[src/hdl/blr_pkg.sv]
package blr_pkg;

    // Canvas storage limits
    localparam int MAX_COLS   = 32;
    localparam int MAX_ROWS   = 16;
    localparam int CELL_DEPTH = MAX_COLS * MAX_ROWS;
    localparam int CELL_AW    = (CELL_DEPTH > 1) ? $clog2(CELL_DEPTH) : 1;

    // Field widths
    localparam int DOT_W     = 6;
    localparam int COL_W     = 5;
    localparam int ROW_W     = 4;
    localparam int PAT_W     = 8;
    localparam int COLS_W    = 6;
    localparam int ROWS_W    = 5;
    localparam int LIM_W     = 9;
    localparam int CFG_IDX_W = 2;
    localparam int CFG_DAT_W = 6;

    // Register indexes
    localparam logic [CFG_IDX_W-1:0] REG_CANVAS_COLS = 2'd0;
    localparam logic [CFG_IDX_W-1:0] REG_CANVAS_ROWS = 2'd1;

    // Braille dot bit for a dot within its 2x4 cell
    function automatic logic [PAT_W-1:0] braille_bit(input logic [1:0] sub_row,
                                                     input logic       right);
        logic [PAT_W-1:0] b;
        case (sub_row)
            2'd0:    b = right ? 8'h08 : 8'h01;
            2'd1:    b = right ? 8'h10 : 8'h02;
            2'd2:    b = right ? 8'h20 : 8'h04;
            2'd3:    b = right ? 8'h80 : 8'h40;
            default: b = 8'h00;
        endcase
        return b;
    endfunction

endpackage

[src/hdl/braille_line_rasterizer.sv]
// Braille line rasterizer. A request on start/start_x..end_y (taken when start is
// high and busy is low) draws a Bresenham line between two dot positions; each
// dot is ORed into the braille pattern of its 2x4-dot character cell and
// reported as one result, valid high for exactly one cycle. The receiver cannot
// stall: results arrive one per cycle, in drawing order, and must be taken as
// they come. A line has N = max(|dx|,|dy|)+1 dots (1..64); busy stays high until
// its last dot has finished its update, and the next request is taken once busy
// is low. Each dot passes stage A, stage B and the output registers. The rate is
// set by the cell store's single read-modify-write per dot, overlapped one dot
// deep with a bypass for back-to-back hits on the same cell. After reset the
// block runs a clearing pass over all 512 cells (busy high) before it
// takes the first request; configuration writes are taken at any time but
// should only be issued while idle. Dots whose cell lies outside the canvas
// (canvas_cols x canvas_rows, capped at 32 x 16) are reported with written = 0
// and pattern = 0 and leave the store untouched.
module braille_line_rasterizer (
    input  logic                            clk,
    input  logic                            rst_n,
    // configuration write port
    input  logic                            cfg_we,
    input  logic [blr_pkg::CFG_IDX_W-1:0]   cfg_index,
    input  logic [blr_pkg::CFG_DAT_W-1:0]   cfg_data,
    // request
    input  logic                            start,
    output logic                            busy,
    input  logic [blr_pkg::DOT_W-1:0]       start_x,
    input  logic [blr_pkg::DOT_W-1:0]       start_y,
    input  logic [blr_pkg::DOT_W-1:0]       end_x,
    input  logic [blr_pkg::DOT_W-1:0]       end_y,
    // per-dot result
    output logic                            valid,
    output logic [blr_pkg::DOT_W-1:0]       dot_x,
    output logic [blr_pkg::DOT_W-1:0]       dot_y,
    output logic [blr_pkg::COL_W-1:0]       cell_col,
    output logic [blr_pkg::ROW_W-1:0]       cell_row,
    output logic [blr_pkg::PAT_W-1:0]       pattern,
    output logic                            written,
    output logic                            last
);
    import blr_pkg::*;

    typedef enum logic [3:0] {
        ST_CLEAR = 4'b0001,   // zeroing the cell store after reset
        ST_IDLE  = 4'b0010,
        ST_RUN   = 4'b0100,   // stepping the line, one dot read per cycle
        ST_FLUSH = 4'b1000    // last dot finishing its update
    } state_t;

    state_t state_reg, state_next;

    // configuration
    logic [COLS_W-1:0] cols_reg;
    logic [ROWS_W-1:0] rows_reg;

    // clearing pass
    logic [CELL_AW-1:0] clr_cnt_reg;

    // line stepper (stage A)
    logic [DOT_W-1:0]  x_reg, y_reg, xe_reg, ye_reg;
    logic [DOT_W-1:0]  dx_reg, dy_reg;
    logic              sx_neg_reg, sy_neg_reg;
    logic signed [8:0] err_reg;

    // update stage (stage B)
    logic               b_valid_reg;
    logic [DOT_W-1:0]   b_x_reg, b_y_reg;
    logic               b_last_reg, b_inside_reg;
    logic [CELL_AW-1:0] b_idx_reg;
    logic [PAT_W-1:0]   rd_data_reg;
    logic               fwd_reg;
    logic [PAT_W-1:0]   fwd_data_reg;

    // output registers
    logic             valid_reg;
    logic [DOT_W-1:0] dot_x_reg, dot_y_reg;
    logic [PAT_W-1:0] pattern_reg;
    logic             written_reg, last_reg;

    // cell store
    logic [PAT_W-1:0] cell_mem [CELL_DEPTH];

    logic               accept;
    logic               fin;
    logic [COL_W-1:0]   col_a;
    logic [ROW_W-1:0]   row_a;
    logic [LIM_W-1:0]   lim_c, lim_r;
    logic               inside_a;
    logic [CELL_AW-1:0] idx_a;

    logic signed [9:0]  e2, dx_s, dy_s;
    logic               step_x, step_y;
    logic signed [8:0]  err_next;
    logic [DOT_W-1:0]   x_next, y_next;

    logic [PAT_W-1:0]   b_base, b_pat;
    logic               mem_we;
    logic [CELL_AW-1:0] mem_waddr;
    logic [PAT_W-1:0]   mem_wdata;

    logic [DOT_W-1:0]   abs_dx, abs_dy;

    assign busy   = (state_reg != ST_IDLE);
    assign accept = start && (state_reg == ST_IDLE);

    // endpoint deltas, taken straight from the request
    assign abs_dx = (end_x > start_x) ? end_x - start_x : start_x - end_x;
    assign abs_dy = (end_y > start_y) ? end_y - start_y : start_y - end_y;

    // ---------------- stage A: current dot, cell lookup, step ----------------
    assign fin   = (x_reg == xe_reg) && (y_reg == ye_reg);
    assign col_a = x_reg[DOT_W-1:1];
    assign row_a = y_reg[DOT_W-1:2];

    // canvas limits, capped at the storage size
    assign lim_c = (LIM_W'(cols_reg) < LIM_W'(MAX_COLS)) ? LIM_W'(cols_reg)
                                                         : LIM_W'(MAX_COLS);
    assign lim_r = (LIM_W'(rows_reg) < LIM_W'(MAX_ROWS)) ? LIM_W'(rows_reg)
                                                         : LIM_W'(MAX_ROWS);
    assign inside_a = (LIM_W'(col_a) < lim_c) && (LIM_W'(row_a) < lim_r);

    assign idx_a = CELL_AW'(CELL_AW'(row_a) * CELL_AW'(MAX_COLS) + CELL_AW'(col_a));

    // Bresenham decision: e2 = 2*err against -dy and dx
    assign dx_s   = $signed({4'b0000, dx_reg});
    assign dy_s   = $signed({4'b0000, dy_reg});
    assign e2     = {err_reg, 1'b0};
    assign step_x = (e2 > -dy_s);
    assign step_y = (e2 < dx_s);

    always_comb
    begin
        err_next = err_reg;
        if (step_x)
        begin
            err_next = err_next - $signed({3'b000, dy_reg});
        end
        if (step_y)
        begin
            err_next = err_next + $signed({3'b000, dx_reg});
        end
    end

    assign x_next = step_x ? (sx_neg_reg ? x_reg - 1'b1 : x_reg + 1'b1) : x_reg;
    assign y_next = step_y ? (sy_neg_reg ? y_reg - 1'b1 : y_reg + 1'b1) : y_reg;

    // ---------------- stage B: OR in the dot and write back ----------------
    // bypass: the previous dot wrote this cell in the same cycle it was read
    assign b_base = fwd_reg ? fwd_data_reg : rd_data_reg;
    assign b_pat  = b_base | braille_bit(b_y_reg[1:0], b_x_reg[0]);

    always_comb
    begin
        if (state_reg == ST_CLEAR)
        begin
            mem_we    = 1'b1;
            mem_waddr = clr_cnt_reg;
            mem_wdata = '0;
        end
        else
        begin
            mem_we    = b_valid_reg && b_inside_reg;
            mem_waddr = b_idx_reg;
            mem_wdata = b_pat;
        end
    end

    // ---------------- sequencer ----------------
    always_comb
    begin
        state_next = state_reg;
        case (state_reg)
            ST_CLEAR:
            begin
                if (clr_cnt_reg == CELL_AW'(CELL_DEPTH - 1))
                begin
                    state_next = ST_IDLE;
                end
            end
            ST_IDLE:
            begin
                if (start)
                begin
                    state_next = ST_RUN;
                end
            end
            ST_RUN:
            begin
                if (fin)
                begin
                    state_next = ST_FLUSH;
                end
            end
            ST_FLUSH:
            begin
                state_next = ST_IDLE;
            end
            default:
            begin
                state_next = ST_IDLE;
            end
        endcase
    end

    // control registers
    always_ff @(posedge clk or negedge rst_n)
    begin
        if (!rst_n)
        begin
            state_reg   <= ST_CLEAR;
            cols_reg    <= COLS_W'(32);
            rows_reg    <= ROWS_W'(16);
            clr_cnt_reg <= '0;
            b_valid_reg <= 1'b0;
            valid_reg   <= 1'b0;
        end
        else
        begin
            state_reg <= state_next;
            if (cfg_we)
            begin
                case (cfg_index)
                    REG_CANVAS_COLS: cols_reg <= cfg_data[COLS_W-1:0];
                    REG_CANVAS_ROWS: rows_reg <= cfg_data[ROWS_W-1:0];
                    default:         ;
                endcase
            end
            if (state_reg == ST_CLEAR)
            begin
                clr_cnt_reg <= clr_cnt_reg + 1'b1;
            end
            b_valid_reg <= (state_reg == ST_RUN);
            valid_reg   <= b_valid_reg;
        end
    end

    // datapath registers
    always_ff @(posedge clk)
    begin
        if (accept)
        begin
            x_reg      <= start_x;
            y_reg      <= start_y;
            xe_reg     <= end_x;
            ye_reg     <= end_y;
            dx_reg     <= abs_dx;
            dy_reg     <= abs_dy;
            sx_neg_reg <= !(start_x < end_x);
            sy_neg_reg <= !(start_y < end_y);
            err_reg    <= $signed({3'b000, abs_dx}) - $signed({3'b000, abs_dy});
        end
        else if (state_reg == ST_RUN && !fin)
        begin
            x_reg   <= x_next;
            y_reg   <= y_next;
            err_reg <= err_next;
        end

        // stage A -> B
        b_x_reg      <= x_reg;
        b_y_reg      <= y_reg;
        b_last_reg   <= fin;
        b_inside_reg <= inside_a;
        b_idx_reg    <= idx_a;
        fwd_reg      <= b_valid_reg && b_inside_reg && (b_idx_reg == idx_a);
        fwd_data_reg <= b_pat;

        // stage B -> result
        dot_x_reg   <= b_x_reg;
        dot_y_reg   <= b_y_reg;
        pattern_reg <= b_inside_reg ? b_pat : '0;
        written_reg <= b_inside_reg;
        last_reg    <= b_last_reg;
    end

    // cell store: one write port, one registered read port
    always_ff @(posedge clk)
    begin
        if (mem_we)
        begin
            cell_mem[mem_waddr] <= mem_wdata;
        end
        rd_data_reg <= cell_mem[idx_a];
    end

    assign valid    = valid_reg;
    assign dot_x    = dot_x_reg;
    assign dot_y    = dot_y_reg;
    assign cell_col = dot_x_reg[DOT_W-1:1];
    assign cell_row = dot_y_reg[DOT_W-1:2];
    assign pattern  = pattern_reg;
    assign written  = written_reg;
    assign last     = last_reg;

endmodule

[config.mk]
export PLATFORM = sky130hd
export DESIGN_NAME = braille_line_rasterizer
export DESIGN_NICKNAME = d
export VERILOG_FILES = /design/src/hdl/blr_pkg.sv /design/src/hdl/braille_line_rasterizer.sv
export SDC_FILE = /design/constraint.sdc
export NUM_CORES = 2
export LEC_CHECK = 0
export BUFFER_PORTS_ARGS = -buffer_cell sky130_fd_sc_hd__buf_2
export CELL_PAD_IN_SITES_DETAIL_PLACEMENT = 0
export CELL_PAD_IN_SITES_GLOBAL_PLACEMENT = 1
export CORE_MARGIN = 2
export CORE_UTILIZATION = 35
export DETAILED_ROUTE_END_ITERATION = 8
export PLACE_DENSITY_LB_ADDON = 0.1
export SYNTH_ARGS = -nofsm -noshare
export SYNTH_HDL_FRONTEND = slang
export SYNTH_SLANG_ARGS = --single-unit
[constraint.sdc]
create_clock -name clk -period 17.14 [get_ports clk]
set_input_delay 2.571 -clock clk [delete_from_list [all_inputs] [get_ports clk]]
set_output_delay 2.571 -clock clk [all_outputs]
set_load 0.01 [all_outputs]
======== After elaboration in Yosys (flattened, before gate mapping) ========
Memories as Yosys holds them, arrays and structs flattened. A register that Yosys moved wholly into a read port is not among the register bits.
Index checks and enable logic that the tools add are counted.
cells by class
  reduce and logical (&&, ||, !) cells .... 19
  add/sub/neg operators ................... 14
  bitwise gates (word level) .............. 1
  $lt $le $gt $ge ......................... 10
  equal/unequal tests ..................... 15
  mux-type cells .......................... 31
operators by type and width
  operator             number
  $mux 6               12
  $mux 9               5
  $pmux 8 s4           1
  $mux 8               3
  $sub 6x6->6          4
  $mux 4               4
  $add 6x1->6 const B  2
  $eq 6x6->1           2
  $gt 6x6->1           2
  $lt 6x6->1           2
  $pmux 4 s3           1
  $sub 6x1->6 const B  2
  $gt 10x10->1         1
  $lt 10x7->1          1
  $mux 5               2
  $neg 6->10           1
  $add 9x1->9 const B  1
  $add 9x5->9          1
  $add 9x7->9          1
  $eq 9x9->1           1
  $eq 9x9->1 const B   1
  $sub 9x7->9          1
  $or 8x8->8           1
  $reduce_and 2->1     4
  19 further kinds     34
storage, ports and cells
  memories ................................ 1
  word-level logic and storage cells ...... 118
  input port bits ......................... 36
  bits in writable memories ............... 4,096
  flip-flop bits (word level) ............. 127
  output and inout bits ................... 33
memory list
  name      words  bits a word  rd ports  clocked after memory_dff  write ports  line                           RTL
  cell_mem  512    8            1         1                         1            braille_line_rasterizer.sv:80  logic [PAT_W-1:0] cell_mem [CELL_DEPTH];

======== Logic depth before layout (Yosys ltp) ========
  depth in word-level cells ............... 7
  gate-level depth with buffers ........... 20

======== Least setup slack after synthesis ========
OpenSTA, ideal clock, no wires.
  kind .................................... reg2reg
  start ................................... register state_reg[0]
  end ..................................... memory cell_mem[0][5] (data pin)
  setup slack ............................. -0.375 ns
  arrival time ............................ 14.569 ns
  stages on the path, launching flop included .. 5
  clock period less this slack ............ 17.515 ns
  data required time ...................... 14.194 ns
  setup time .............................. 2.946 ns
  path buffers ............................ 2
  cell sequence ........................... dfstp_2 > nor4b_1 > clkbuf_1 > clkbuf_1 > a21oi_1
between the ends
  cells in the longest elaborated chain, start to end .. 2
RTL lines
  element                   line                            RTL
  start: declaration        braille_line_rasterizer.sv:49   state_t state_reg, state_next;
  start signal: assignment  braille_line_rasterizer.sv:218  state_reg <= state_next;
  $eq 4x1->1                braille_line_rasterizer.sv:153  if (state_reg == ST_CLEAR)
  $mux 8                    braille_line_rasterizer.sv:153
  net mem_wdata[5]          braille_line_rasterizer.sv:98   logic [PAT_W-1:0] mem_wdata;
  end: declaration          braille_line_rasterizer.sv:80
The timed path passes the listed nets, and every way through them passes these cells.

======== Worst setup path in the final report ========
  start ................................... register x_reg[1]
  end ..................................... register rd_data_reg[4] (read register of cell_mem)
between the ends
  cells in the longest elaborated chain, start to end .. 1
RTL lines
  element                   line                            RTL
  start: declaration        braille_line_rasterizer.sv:59   logic [DOT_W-1:0] x_reg, y_reg, xe_reg, ye_reg;
  start signal: assignment  braille_line_rasterizer.sv:241  x_reg <= start_x;
  start signal: assignment  braille_line_rasterizer.sv:253  x_reg <= x_next;
  $add 9x5->9               braille_line_rasterizer.sv:121  assign idx_a = CELL_AW'(CELL_AW'(row_a) * CELL_AW'(MAX_COLS) + CELL_AW'(col_a));
  end: declaration          braille_line_rasterizer.sv:69   logic [PAT_W-1:0] rd_data_reg;
No other way between the ends.
A chain may end at the register's enable or synchronous reset.

==> impl_metrics.yaml <==
outcome:
  outcome: "finished clean"
floorplan:
  die_h_um: 692.0
  num_io_pins: 69
  num_rows: 252
  die_area_sq_mm: 0.4789
  core_area_sq_mm: 0.4714
  fp.dieW_um: 692.0
  initial_core_util_pct: 35.15
setup_path:
  cp.depth: 11
  cp_cell_sequence: "buf_4, buf_4, buf_4, buf_4, mux4_2, mux2i_1, nand2_1, nand3_1, nand4_1, o22ai_1, nor3_1"
  required_ps: 18000
  r2r_end: "rd_data_reg[4]"
  crit_family: "buffers and inverters"
  reg2reg_from: "x_reg[1]"
  path_buf_inv: 4
  start_kind: "flip-flop"
  worst_setup_path_end_kind: "flip-flop"
  cpMostUsedCell: "buf_4"
  critPathArrivalTime_ps: 7200
  crit_slowest_cell: "o22ai_1"
  ff2ff_setup_slack_ps: 10800
  cpPeakStageDelay_ps: 980
  worst-r2r-cell-count: 11
  crit_type: "reg -> reg"
  cp_max_fo: 39
route:
  wl_per_cell_um: 31.43
  drcViolationCount: 0
  first_iter_violations: 7965
  final_antenna_net_count: 0
  drt_first_pass_iters: 5
  vias: 80130
  drt-total-wl_um: 469300
  viasPerCell: 5.367
timing:
  slew_headroom_pct: 9.768
  fmax_ghz: 0.1576
  maxSlewViolCount: 0
  setup_tns_ps: 0
  skew_ps: 75.44
  rsz0062_at_grt: "false"
  period_minus_slack_ps: 6344
  setup_ws_ps: 10800
  hold_violations: 0
  min_period_over_period_pct: 37.01
  tightestPinTransition_ps: 1347
  setup_viol: 0
cts:
  root_buffer: "clkbuf_16"
  clkSinkCount: 4222
  cts_tree: "yes"
  cts-hold-fix-buffers: 0
  post_cts_buffers: 0
  worstSkewPairLatency_ps: 1020
  clk_pin_slew_ps: 60
  cts_buffers: 465
  cts_max_level: 5
  ctsResizeCount: 0
  clockBufferDepth: 4
cells_and_area:
  largest_reg_flops: 4096
  max_flop_register: "cell_mem"
  post-route-util_pct: 39.89
  area_delta_synth_final_pct: 13.49
  final_cells: 14930
  fin_area_sq_mm: 0.1880
  layout-drive-gt1-share_pct: 23.31
  fin_nets: 8417
  fillers: 41800
yosys:
  postSynthAreaPerCell_sq_um: 20.52
  synth-compound-area-share_pct: 2.281
  async_reset_ff_share_pct: 0.6158
  synth.distinct_cells: 71
  synthFlopType: "edfxtp_1"
  yosys.area_share.simple_pct: 3.060
  seq_area_frac_synth_pct: 76.12
  synthMuxAreaShare_pct: 15.89
  synth_top_family_by_area: "multiplexers"
  ys_ff_latch: 4222
  synth_xor_area_share_pct: 0.3466
  synth_area_sq_mm: 0.1657
  yosys.area_share.adder_pct: 0.6676
  synthCells: 8075
  synthesis.nets: 8194
  synth_edf_count: 4143
  yosys_warnings: 0
global_routing:
  grt_overflow: 0
  grt_max_degree: 163
  grtUsageTotal_pct: 19.32
  grt_pass1_vias: 83750
  antenna_found_initial: 30
  grt_first_pass_wirelength_um: 661600
min_path:
  worstHoldStart: "b_last_reg"
  hp-class: "reg -> reg"
  hold-path-cell-count: 0
  worstHoldEndpoint: "last"
place:
  io_buffer_count: 68
  placed_area_sq_mm: 0.1731
  dp.cells: 14050
  dp_hpwl_um: 283700
  place.gp.congestion: 0.7670
  pre_cts_ws_ps: 10590
power:
  powerDensity_mw_per_mm2: 179.7
  power_leakage_uw: 0.05832
  vdd_drop_max_mv: 0.1697
flow_run:
  max-cap-violations: 0
## layout by cell type (no fill, tap or decap), types with 18 or more instances in the layout
cell        count
clkbuf_16     474
clkinv_2       96
clkbuf_1       95
clkinvlp_4     19
xnor2_1        38
o211ai_1       19
clkinv_1      115
ha_1           74
nand2_1       159
nor2_1        774
edfxtp_1     4143
a21o_1         20
nand2_4        18
buf_4         152
a21oi_1       113
nor3_1         20
mux2_2         45
nand3_1       110
mux4_2       1025
a211oi_1       93
o221ai_1       24
dfrtp_1        23
dfxtp_1        53
inv_1          74
bufinv_16      36
o22ai_1       108
xor2_1         25
buf_2          68
nand4_1        25
o21ai_0       144
mux2i_1       274
## final cells by class
class                   count  area (sq um)  share of cell area, %
flip-flops and latches   4222        126100                  67.08
multi-input cells        3297         37150                  19.76
clock buffers             577         12330                  6.557
well taps                6223          7786                  4.141
clock inverters           292          2534                  1.348
repair buffers            236          1802                 0.9582
inverters                  76         287.8                 0.1530
diodes                      8         20.02                0.01065
## layer usage
metal	vias up	routed length, um	GRT usage [%]
li1	33630	-	-
met1	43760	208600	27.68
met2	2199	224900	31.29
met3	534	26600	3.203
met4	4	9174	3.809
met5	-	23	0
## power by group
group	internal (uW)	total, uW	leakage (uW)	switching, uW
Sequential	13300	13400	0.0377	166
Clock	5630	9800	0.00726	4180
Combinational	3420	10600	0.0133	7140
## per-stage QoR
step	hold slack, ps	power (uW)
after detailed placement	313.5	24500
after floorplan	309.6	21090
after global placement	317.1	24380
final	326.7	33780
after CTS	326.9	34330
after global routing	334.7	35190
## cells by family after synthesis
group           count (synthesis)
fa+ha+maj                      83
compound gates                597
simple gates                 1209
xor+xnor                       64
mux                          1344
flops                        4222
buf+inv                       556
## synth_stat cells (19+ instances only)
cell	number	area, sq um
edfxtp_1	4143	124400
mux4_2	1025	23080
nor2_1	779	2924
mux2i_1	274	2743
nand2_1	177	664.4
clkbuf_1	174	653.1
o21ai_0	145	725.7
buf_2	123	615.6
a21oi_1	116	580.6
nand3_1	110	550.5
o22ai_1	108	675.7
a211oi_1	100	750.7
buf_4	91	683.2
buf_1	77	289.0
inv_1	76	285.3
ha_1	74	925.9
dfxtp_1	53	1061
mux2_2	45	506.7
xnor2_1	38	332.8
nand4_1	25	156.4
xor2_1	25	219.0
o221ai_1	24	210.2
dfrtp_1	23	575.6
nor3_1	21	105.1
a21o_1	20	150.1
nand2b_1	20	125.1
o211ai_1	19	142.6
## how the worst max path moves through the flow
stage | to | from
2_1_floorplan | cell_mem[0][5] | state_reg[0]
3_3_place_gp | err_reg[6] | end_y[0]
3_5_place_dp | err_reg[6] | end_y[0]
4_1_cts | rd_data_reg[4] | x_reg[1]
5_1_grt | rd_data_reg[4] | x_reg[1]
6_report | rd_data_reg[4] | x_reg[1]
No activity file was read; power rests on OpenSTA's default activity.
